--- config.mk ---
export PLATFORM = sky130hd
export DESIGN_NAME = star_wildcard_matcher_top
export DESIGN_NICKNAME = d
export VERILOG_FILES = /design/src/rtl/swm_pkg.sv /design/src/rtl/swm_closure.sv /design/src/rtl/swm_out_buf.sv /design/src/rtl/star_wildcard_matcher_top.sv
export SDC_FILE = /design/constraint.sdc
export NUM_CORES = 1
export LEC_CHECK = 0
export BUFFER_PORTS_ARGS = -buffer_cell sky130_fd_sc_hd__buf_2
export CAP_MARGIN = 5
export CORE_ASPECT_RATIO = 2
export CORE_UTILIZATION = 50
export CTS_CLUSTER_SIZE = 14
export DETAILED_ROUTE_END_ITERATION = 10
export GPL_TIMING_DRIVEN = 0
export PLACE_DENSITY_LB_ADDON = 0.08
export SLEW_MARGIN = 15
export SYNTH_ARGS = -nofsm -noshare
export SYNTH_HDL_FRONTEND = slang
export SYNTH_SLANG_ARGS = --single-unit
--- constraint.sdc ---
create_clock -name aclk -period 5.11 [get_ports aclk]
set_input_delay 0.2555 -clock aclk [delete_from_list [all_inputs] [get_ports aclk]]
set_output_delay 0.2555 -clock aclk [all_outputs]
set_load 0.03 [all_outputs]
--- src/rtl/swm_pkg.sv ---
// Shared types and constants for the star wildcard matcher.
package swm_pkg;

    typedef enum logic [1:0] {
        CMD_CLEAR  = 2'd0,
        CMD_APPEND = 2'd1,
        CMD_NAME   = 2'd2,
        CMD_END    = 2'd3
    } cmd_t;

    localparam logic [7:0] STAR_BYTE = 8'd42;

    typedef struct packed {
        logic pattern_overflow;
        logic matched;
    } result_t;

endpackage

--- src/rtl/swm_closure.sv ---
// Parallel-prefix star closure of the reachable position set.
module swm_closure #(
    parameter int WIDTH = 33
) (
    input  logic [WIDTH-1:0] set_in,
    input  logic [WIDTH-2:0] prop_in,
    output logic [WIDTH-1:0] closed_out
);

    localparam int LEVELS = $clog2(WIDTH);

    logic [WIDTH-1:0] g_stage [0:LEVELS];
    logic [WIDTH-1:0] p_stage [0:LEVELS];

    // position j inherits reachability from j-1 when pattern byte j-1 is a star
    always_comb begin
        g_stage[0] = set_in;
        p_stage[0] = {prop_in, 1'b0};
        for (int l = 0; l < LEVELS; l++) begin
            for (int j = 0; j < WIDTH; j++) begin
                if (j >= (1 << l)) begin
                    g_stage[l+1][j] = g_stage[l][j]
                                    | (p_stage[l][j] & g_stage[l][j-(1<<l)]);
                    p_stage[l+1][j] = p_stage[l][j] & p_stage[l][j-(1<<l)];
                end else begin
                    g_stage[l+1][j] = g_stage[l][j];
                    p_stage[l+1][j] = p_stage[l][j];
                end
            end
        end
    end

    assign closed_out = g_stage[LEVELS] | (p_stage[LEVELS] & '0);

endmodule

--- src/rtl/swm_out_buf.sv ---
// Two-entry result buffer: output register with a skid stage behind it.
module swm_out_buf (
    input  logic              aclk,
    input  logic              aresetn,
    input  logic              push,
    input  swm_pkg::result_t  push_data,
    output logic              ready,
    output logic              m_tvalid,
    input  logic              m_tready,
    output swm_pkg::result_t  m_data
);

    logic             out_valid_reg, out_valid_next;
    logic             skid_valid_reg, skid_valid_next;
    swm_pkg::result_t out_data_reg, out_data_next;
    swm_pkg::result_t skid_data_reg, skid_data_next;

    always_comb begin
        out_valid_next  = out_valid_reg;
        out_data_next   = out_data_reg;
        skid_valid_next = skid_valid_reg;
        skid_data_next  = skid_data_reg;
        if (!out_valid_reg || m_tready) begin
            // advance: skid word first, else the new word
            if (skid_valid_reg) begin
                out_valid_next  = 1'b1;
                out_data_next   = skid_data_reg;
                skid_valid_next = 1'b0;
            end else begin
                out_valid_next = push;
                out_data_next  = push_data;
            end
        end else if (push) begin
            // hold: park the new word in the skid stage
            skid_valid_next = 1'b1;
            skid_data_next  = push_data;
        end
    end

    always_ff @(posedge aclk) begin
        if (!aresetn) begin
            out_valid_reg  <= 1'b0;
            skid_valid_reg <= 1'b0;
        end else begin
            out_valid_reg  <= out_valid_next;
            skid_valid_reg <= skid_valid_next;
        end
        out_data_reg  <= out_data_next;
        skid_data_reg <= skid_data_next;
    end

    assign ready    = !skid_valid_reg;
    assign m_tvalid = out_valid_reg;
    assign m_data   = out_data_reg;

endmodule

--- src/rtl/star_wildcard_matcher_top.sv ---
// Star-only glob matcher: pattern store, position-set update and result buffer.
// An end-of-name result is registered in the output register (or skid stage) before m_tvalid.
// Throughput: one word per cycle while s_tready is high; the position set is updated by a
// parallel-prefix star closure and a per-position byte compare.
// Two result words may wait on the output before s_tready falls.
// Reset clears length and overflow flag and resets the position set; stored bytes are not reset.
module star_wildcard_matcher_top #(
    parameter int PATTERN_MAX = 32
) (
    input  logic       aclk,
    input  logic       aresetn,
    input  logic       s_tvalid,
    output logic       s_tready,
    input  logic [7:0] s_tdata,   // [7:0] char_byte
    input  logic [1:0] s_tuser,   // [1:0] command
    output logic       m_tvalid,
    input  logic       m_tready,
    output logic [7:0] m_tdata    // [0] matched, [1] pattern_overflow, [7:2] zero
);

    localparam int LEN_W = $clog2(PATTERN_MAX + 1);

    logic [7:0]             store_reg [0:PATTERN_MAX-1];
    logic [LEN_W-1:0]       len_reg, len_next;
    logic                   ovf_reg, ovf_next;
    logic [PATTERN_MAX:0]   reach_reg, reach_next;

    logic [PATTERN_MAX-1:0] prop;
    logic [PATTERN_MAX:0]   closed;
    logic [PATTERN_MAX:0]   step_set;
    logic                   accept;
    logic                   push;
    logic                   match_bit;
    swm_pkg::cmd_t          cmd;
    swm_pkg::result_t       push_data;
    swm_pkg::result_t       out_data;

    assign accept = s_tvalid && s_tready;
    assign cmd    = swm_pkg::cmd_t'(s_tuser);

    always_comb begin
        for (int i = 0; i < PATTERN_MAX; i++) begin
            prop[i] = (store_reg[i] == swm_pkg::STAR_BYTE) && (LEN_W'(i) < len_reg);
        end
    end

    swm_closure #(
        .WIDTH (PATTERN_MAX + 1)
    ) u_closure (
        .set_in     (reach_reg),
        .prop_in    (prop),
        .closed_out (closed)
    );

    // star stays put, a matching literal advances one position
    always_comb begin
        step_set = '0;
        for (int i = 0; i < PATTERN_MAX; i++) begin
            if (closed[i] && (LEN_W'(i) < len_reg)) begin
                if (store_reg[i] == swm_pkg::STAR_BYTE) begin
                    step_set[i] = 1'b1;
                end else if (store_reg[i] == s_tdata) begin
                    step_set[i+1] = 1'b1;
                end
            end
        end
    end

    assign match_bit = closed[len_reg] && !ovf_reg;

    always_comb begin
        len_next   = len_reg;
        ovf_next   = ovf_reg;
        reach_next = reach_reg;
        if (accept) begin
            unique case (cmd)
                swm_pkg::CMD_CLEAR: begin
                    len_next   = '0;
                    ovf_next   = 1'b0;
                    reach_next = (PATTERN_MAX + 1)'(1);
                end
                swm_pkg::CMD_APPEND: begin
                    if (len_reg < LEN_W'(PATTERN_MAX)) begin
                        len_next = len_reg + LEN_W'(1);
                    end else begin
                        ovf_next = 1'b1;
                    end
                end
                swm_pkg::CMD_NAME: begin
                    reach_next = step_set;
                end
                swm_pkg::CMD_END: begin
                    reach_next = (PATTERN_MAX + 1)'(1);
                end
                default: begin
                    reach_next = reach_reg;
                end
            endcase
        end
    end

    always_ff @(posedge aclk) begin
        if (!aresetn) begin
            len_reg   <= '0;
            ovf_reg   <= 1'b0;
            reach_reg <= (PATTERN_MAX + 1)'(1);
        end else begin
            len_reg   <= len_next;
            ovf_reg   <= ovf_next;
            reach_reg <= reach_next;
        end
    end

    always_ff @(posedge aclk) begin
        for (int i = 0; i < PATTERN_MAX; i++) begin
            if (accept && (cmd == swm_pkg::CMD_APPEND) && (len_reg == LEN_W'(i))) begin
                store_reg[i] <= s_tdata;
            end
        end
    end

    assign push                       = accept && (cmd == swm_pkg::CMD_END);
    assign push_data.matched          = match_bit;
    assign push_data.pattern_overflow = ovf_reg;

    swm_out_buf u_out_buf (
        .aclk      (aclk),
        .aresetn   (aresetn),
        .push      (push),
        .push_data (push_data),
        .ready     (s_tready),
        .m_tvalid  (m_tvalid),
        .m_tready  (m_tready),
        .m_data    (out_data)
    );

    assign m_tdata = {6'b0, out_data.pattern_overflow, out_data.matched};

`ifndef ASSERT_OFF
    a_len_in_range: assert property (@(posedge aclk) disable iff (!aresetn)
        len_reg <= LEN_W'(PATTERN_MAX))
        else $error("pattern length beyond capacity");

    a_ovf_only_full: assert property (@(posedge aclk) disable iff (!aresetn)
        ovf_reg |-> (len_reg == LEN_W'(PATTERN_MAX)))
        else $error("overflow flagged with room left");

    a_reach_bounded: assert property (@(posedge aclk) disable iff (!aresetn)
        ((reach_reg >> len_reg) >> 1) == '0)
        else $error("reachable position beyond pattern end");

    a_clear_state: assert property (@(posedge aclk) disable iff (!aresetn)
        (accept && (cmd == swm_pkg::CMD_CLEAR)) |=>
            (len_reg == '0) && !ovf_reg && (reach_reg == (PATTERN_MAX + 1)'(1)))
        else $error("clear did not restore pattern state");
`endif

endmodule

# Word-level counts from Yosys, hierarchy flattened
# Memories as Yosys holds them, arrays and structs flattened.
# Cells that the tools add are included.
[totals]
register_bits = 46
memories = 1
mem_bits_rw = 256
inputBits = 14
[op_classes]
bitwise_logic = 375
n_reduce_logical = 145
addsub = 1
n_lt_le_gt_ge = 34
eq_ne = 100
muxes = 294
[memory_table]
columns = ["name", "words", "word_bits", "read_ports", "rd_clocked_by_memory_dff", "wr", "line_no", "source"]
rows = [
  ["store_reg", 32, 8, 32, 0, 1, "star_wildcard_matcher_top.sv:23", "logic [7:0] store_reg [0:PATTERN_MAX-1];"],
]
[op_table]
columns = ["cell", "count"]
rows = [
  ["$eq A8 B6 Y1 const B", 32],
  ["$eq A8 B8 Y1", 32],
  ["$mux W8", 31],
  ["$reduce_or A8 Y1", 31],
  ["$and A1 B1 Y1", 238],
  ["$mux W1", 194],
  ["$mux W5", 31],
  ["$or A1 B1 Y1", 135],
  ["$logic_and A1 B1 Y1", 100],
  ["$eq A6 B5 Y1 const B", 16],
  ["$lt A5 B6 Y1 const A", 16],
  ["$mux W2", 33],
  ["$pmux W33 S2", 1],
  ["$eq A6 B4 Y1 const B", 8],
  ["$lt A4 B6 Y1 const A", 8],
  ["$eq A6 B3 Y1 const B", 4],
  ["$lt A3 B6 Y1 const A", 4],
  ["$eq A6 B2 Y1 const B", 2],
  ["$lt A1 B6 Y1 const A", 2],
  ["$lt A2 B6 Y1 const A", 2],
  ["$pmux W6 S2", 1],
  ["$lt A6 B7 Y1 const B", 1],
  ["$add A6 B1 Y6 const B", 1],
  ["$bmux W1 S6", 1],
  ["other kinds (16)", 25],
]

# Longest topological paths before layout
# An unclocked memory read counts as a cell.
[logic_depth]
ltp_word = 68
mapped_depth = 16
depth_no_buf = 14

# Cells and area by module
# A second synthesis with hierarchy kept.
[hier_totals]
hier_cells = 1305
hier_area_um2 = 15442.3
[modules_own_cells]
columns = ["mod", "cells_per_inst", "area_each_um2", "n_inst"]
rows = [
  ["star_wildcard_matcher_top", 1152, 14357.5, 1],
  ["swm_closure", 138, 853.3, 1],
  ["swm_out_buf", 15, 231.5, 1],
]

# Least setup slack after synthesis
# OpenSTA, ideal clock, no wires.
[synth_timing]
kind = "reg-to-reg"
from = "register len_reg[1]"
to = "register u_out_buf.out_data_reg, in the netlist u_out_buf.m_data[0], data pin"
path_buffers = 2
synth_period_minus_slack_ns = 3.773
stages_incl_launch_ff = 17
t_arrival_ns = 3.513
setup_slack_ns = 1.337
cell_sequence = "dfxtp_1 > buf_1 > inv_1 > ha_1 > clkbuf_1 > and2b_2 > o2111ai_2 > a2111oi_0 > nand2b_1 > a221oi_2 > a31oi_2 > a21o_2 > a211o_1 > nor2_4 > a2111oi_2 > a31o_1 > mux2_4"
[synth_between]
elab_chain_cells = 17
elab_cells_between_ends = 441
cone_classes = "32 x order compare; 3 x mux; 373 x bitwise; 33 x reduce/logical"
[synth_lines]
columns = ["item", "line_no", "source"]
rows = [
  ["start: declaration", "star_wildcard_matcher_top.sv:24", "logic [LEN_W-1:0] len_reg, len_next;"],
  ["start signal: assignment", "star_wildcard_matcher_top.sv:108", "len_reg <= len_next;"],
  ["$lt A1 B6 Y1", "star_wildcard_matcher_top.sv:43", "prop[i] = (store_reg[i] == swm_pkg::STAR_BYTE) && (LEN_W'(i) < len_reg);"],
  ["$logic_and A1 B1 Y1", "star_wildcard_matcher_top.sv:43", ""],
  ["$and A1 B1 Y1", "swm_closure.sv:23", "| (p_stage[l][j] & g_stage[l][j-(1<<l)]);"],
  ["$or A1 B1 Y1", "swm_closure.sv:23", ""],
  ["$and A1 B1 Y1", "swm_closure.sv:23", ""],
  ["$or A1 B1 Y1", "swm_closure.sv:23", ""],
  ["$and A1 B1 Y1", "swm_closure.sv:23", ""],
  ["$or A1 B1 Y1", "swm_closure.sv:23", ""],
  ["$and A1 B1 Y1", "swm_closure.sv:23", ""],
  ["$or A1 B1 Y1", "swm_closure.sv:23", ""],
  ["$and A1 B1 Y1", "swm_closure.sv:23", ""],
  ["$or A1 B1 Y1 (2 in a row)", "swm_closure.sv:23", ""],
  ["$bmux W1 S6 *", "star_wildcard_matcher_top.sv:69", "assign match_bit = closed[len_reg] && !ovf_reg;"],
  ["$mux W1 (implied by the code) *", "star_wildcard_matcher_top.sv:69", ""],
  ["$logic_and A1 B1 Y1 *", "star_wildcard_matcher_top.sv:69", ""],
  ["net match_bit", "star_wildcard_matcher_top.sv:33", "logic match_bit;"],
  ["$mux W2 *", "swm_out_buf.sv:25", "if (skid_valid_reg) begin"],
  ["end signal: assignment", "swm_out_buf.sv:48", "out_data_reg <= out_data_next;"],
  ["end: declaration", "swm_out_buf.sv:15", "swm_pkg::result_t out_data_reg, out_data_next;"],
]
# The timed path passes the listed nets; every way through them passes the cells marked *. The select of a mux whose other input is x is not followed.
# A chain may end at the register's enable or synchronous reset.

# Final worst setup path
# Ends and elaborated chain as after synthesis.

==> results.cfg <==
[die]
die_h_um = 257
die_w_um = 129
core_region_area_um2 = 31700
ios = 24
row_count = 92
die_area_um2 = 33200
initial_core_util = 0.512

[layout]
finalNonFillerCells = 1887
drive_above_1_share = 0.116
postLayoutCoreUtil = 0.562
largest_reg_flops = 256
final_cell_mix = edfxtp_1 (260), xor2_1 (170), xnor2_1 (88)
fin_nets = 1463
area_delta_synth_final_pct = 9.90
mostFrequentLayoutCell = edfxtp_1
stdcell_area_um2 = 17800

[job]
maxCapViolCount = 0

[critical_path]
path_buf_inv = 2
path_class = reg2reg
rrSetupSlack_ns = 0.16
critPathMaxFanout = 10
r2r_cells = 15
required_ns = 5.45
crit_path_start = len_reg[1]
rr_endpoint = u_out_buf.m_data[0]
cp_cell_sequence = buf_2 > inv_1 > ha_2 > nand2b_1 > a21oi_4 > nor3_1 > and2_1 > a221oi_4 > nand2_1 > a211oi_1 > o32ai_2 > o311ai_2 > a2111oi_2 > a31o_1 > mux2_4
rr_startpoint = len_reg[1]
worstSetupEndpointType = flip-flop
crit_end = u_out_buf.m_data[0]
cp-start-kind = flip-flop
critical-path-top-delay-family = compound AO/OA/AOI/OAI gates
arrival_ns = 5.28
crit_slowest_cell = a221oi_4
cp.depth = 15
critPathMaxStageDelay_ns = 0.47

[yosys]
synth_edf_count = 260
yosys_most_used_dff = edfxtp_1
yosys_warnings = 0
syn_area_um2 = 16200
synth.largest_area_cell = edfxtp_1
avgSynthCellArea_um2 = 11.7
async_flop_share = 0
synth_cell_type_count = 109
synth_cells = 1389
netlist_top_cells_area = edfxtp_1 (48%), xor2_1 (9.2%), dfxtp_1 (5.2%)
synth_top_area_frac = 0.482
ys_ff_latch = 302
ys_seq_area_frac = 0.534

[grt]
grt_antenna_before_repair = 0
grt.overflow.total = 0
grt_pass1_wl_mm = 82.8
grt_util_all_layers = 0.359
grt_max_degree = 34
grt_pass1_vias = 12395

[timing]
whs_ns = 0.0697
relSlewSlack = 0.143
fin_skew_ns = 0.0153
timing.setup.tns_ns = 0
rsz0062_at_grt = false
fmax_mhz = 202
final.period_utilization = 0.968
setup_violations = 0
fin_crit_ns = 4.95
finalHoldViolCount = 0
tightest_slew_ns = 1.29
finalMaxSlewViolations = 0

[clock_network]
clock_sinks = 302
clock_latency_ns = 0.58
ctsHtreeMaxLevel = 1
clockBufferDepth = 3
numCtsBuffers = 27
clk_pin_slew_worst_paths_ns = 0.08
cts_tree = yes
post_cts_buffers = 0
cts_root_buffer = clkbuf_16

[detailed_routing]
firstDrtPassIters = 5
via_per_inst = 6.40
drc_errors = 0
ant_nets = 0
wl_mm = 58.0
num_vias = 12075
wl_per_cell_um = 30.7
dr.first_iter.drc_count = 869

[power]
p_leak_nw = 5.67
ir_worst_vdd_mv = 0.321
pwr_density_cell_nw_per_um2 = 282

[place]
detailed_place_hpwl_mm = 42.1
numPortBuffers = 16
placed_area_um2 = 16900
gp_congestion = 1.03
place_inst = 1837

[min_path]
hold_path_class = in2reg

[run_status]
status = finished, final reports clean
[Yosys cell counts, drive strengths merged (8+ instances only)]
master and count:
dfxtp 42, and4bb 8, or2 8, nor2b 27, nor4 57, buf 36
or3 8, and2 17, a22oi 19, xor2 170, a211oi 12, a21oi 42
a31oi 10, o22ai 15, nor4b 29, inv 22, clkbuf 36, nand4 32
nand3 40, a21o 10, nand2b 8, nor2 85, o211ai 9, a21boi 9
edfxtp 260, o21ai 34, nand2 86, xnor2 88, and3 9, nor3 21
nor4bb 24
[cells by family after synthesis]
logic type      Yosys count  synth area share
buf+inv                  95            0.0299
other cells               1          0.000232
flops                   302             0.534
fa+ha+maj                 7           0.00541
mux                       3           0.00224
compound gates          246             0.115
simple gates            477             0.174
xor+xnor                258             0.140
[worst min path at each step]
stage                              from                       end  slack (ns)  cells after the start
final                          s_tvalid  u_out_buf.skid_valid_reg        0.07                      3
after global routing           s_tvalid        u_out_buf.m_tvalid        0.10                      3
after CTS                      s_tvalid  u_out_buf.skid_valid_reg        0.06                      3
after detailed placement  reach_reg[32]             reach_reg[32]        0.47                      2
after global placement    reach_reg[32]             reach_reg[32]        0.45                      2
after floorplan              s_tdata[0]           store_reg[0][0]        0.35                      0
[cell type report]
cell class	count	area (um2)
antenna	1	2.50
buffer	71	410
tap	423	529
clock inverter	7	68.8
fill	2736	13900
inverter	23	86.3
sequential	302	8650
timing repair buffer	20	110
clock buffer	43	756
multi-input combinational	997	7190
[layer usage]
| metal | routed length (um) | GRT usage | up-vias |
|---|---|---|---|
| met2 | 29700 | 0.632 | 510 |
| met5 | 0 | 0 | - |
| li1 | - | - | 5348 |
| met1 | 19400 | 0.355 | 5975 |
| met3 | 2950 | 0.0542 | 242 |
| met4 | 6020 | 0.321 | 0 |
[worst min-delay path: stages]
cell and delay, ns:
buf_2 0.11, a21oi_1 0.15, nor3b_1 0.07
[what timing repair did]
action | in CTS | in global routing
hold buffers | 0 | 0
endpoints found under the setup margin | 3 | 2
gates resized for setup | 6 | 3
pin swaps | 0 | 0
[report_power, final]
part	total (W)	leakage, nW	internal, W	switching (W)
Combinational	0.000341	2.59	0.0000883	0.000252
Clock	0.00199	0.398	0.00107	0.000923
Sequential	0.00268	2.68	0.00268	0.00000361
[per-stage QoR]
step | setup slack (ns) | total power (W)
final | 0.164 | 0.00501
after floorplan | 1.34 | 0.00291
after global placement | -0.418 | 0.00307
after CTS | 0.0174 | 0.00502
after detailed placement | -0.371 | 0.00307
after global routing | 0.102 | 0.00511
(Power assumes the default switching activity.)
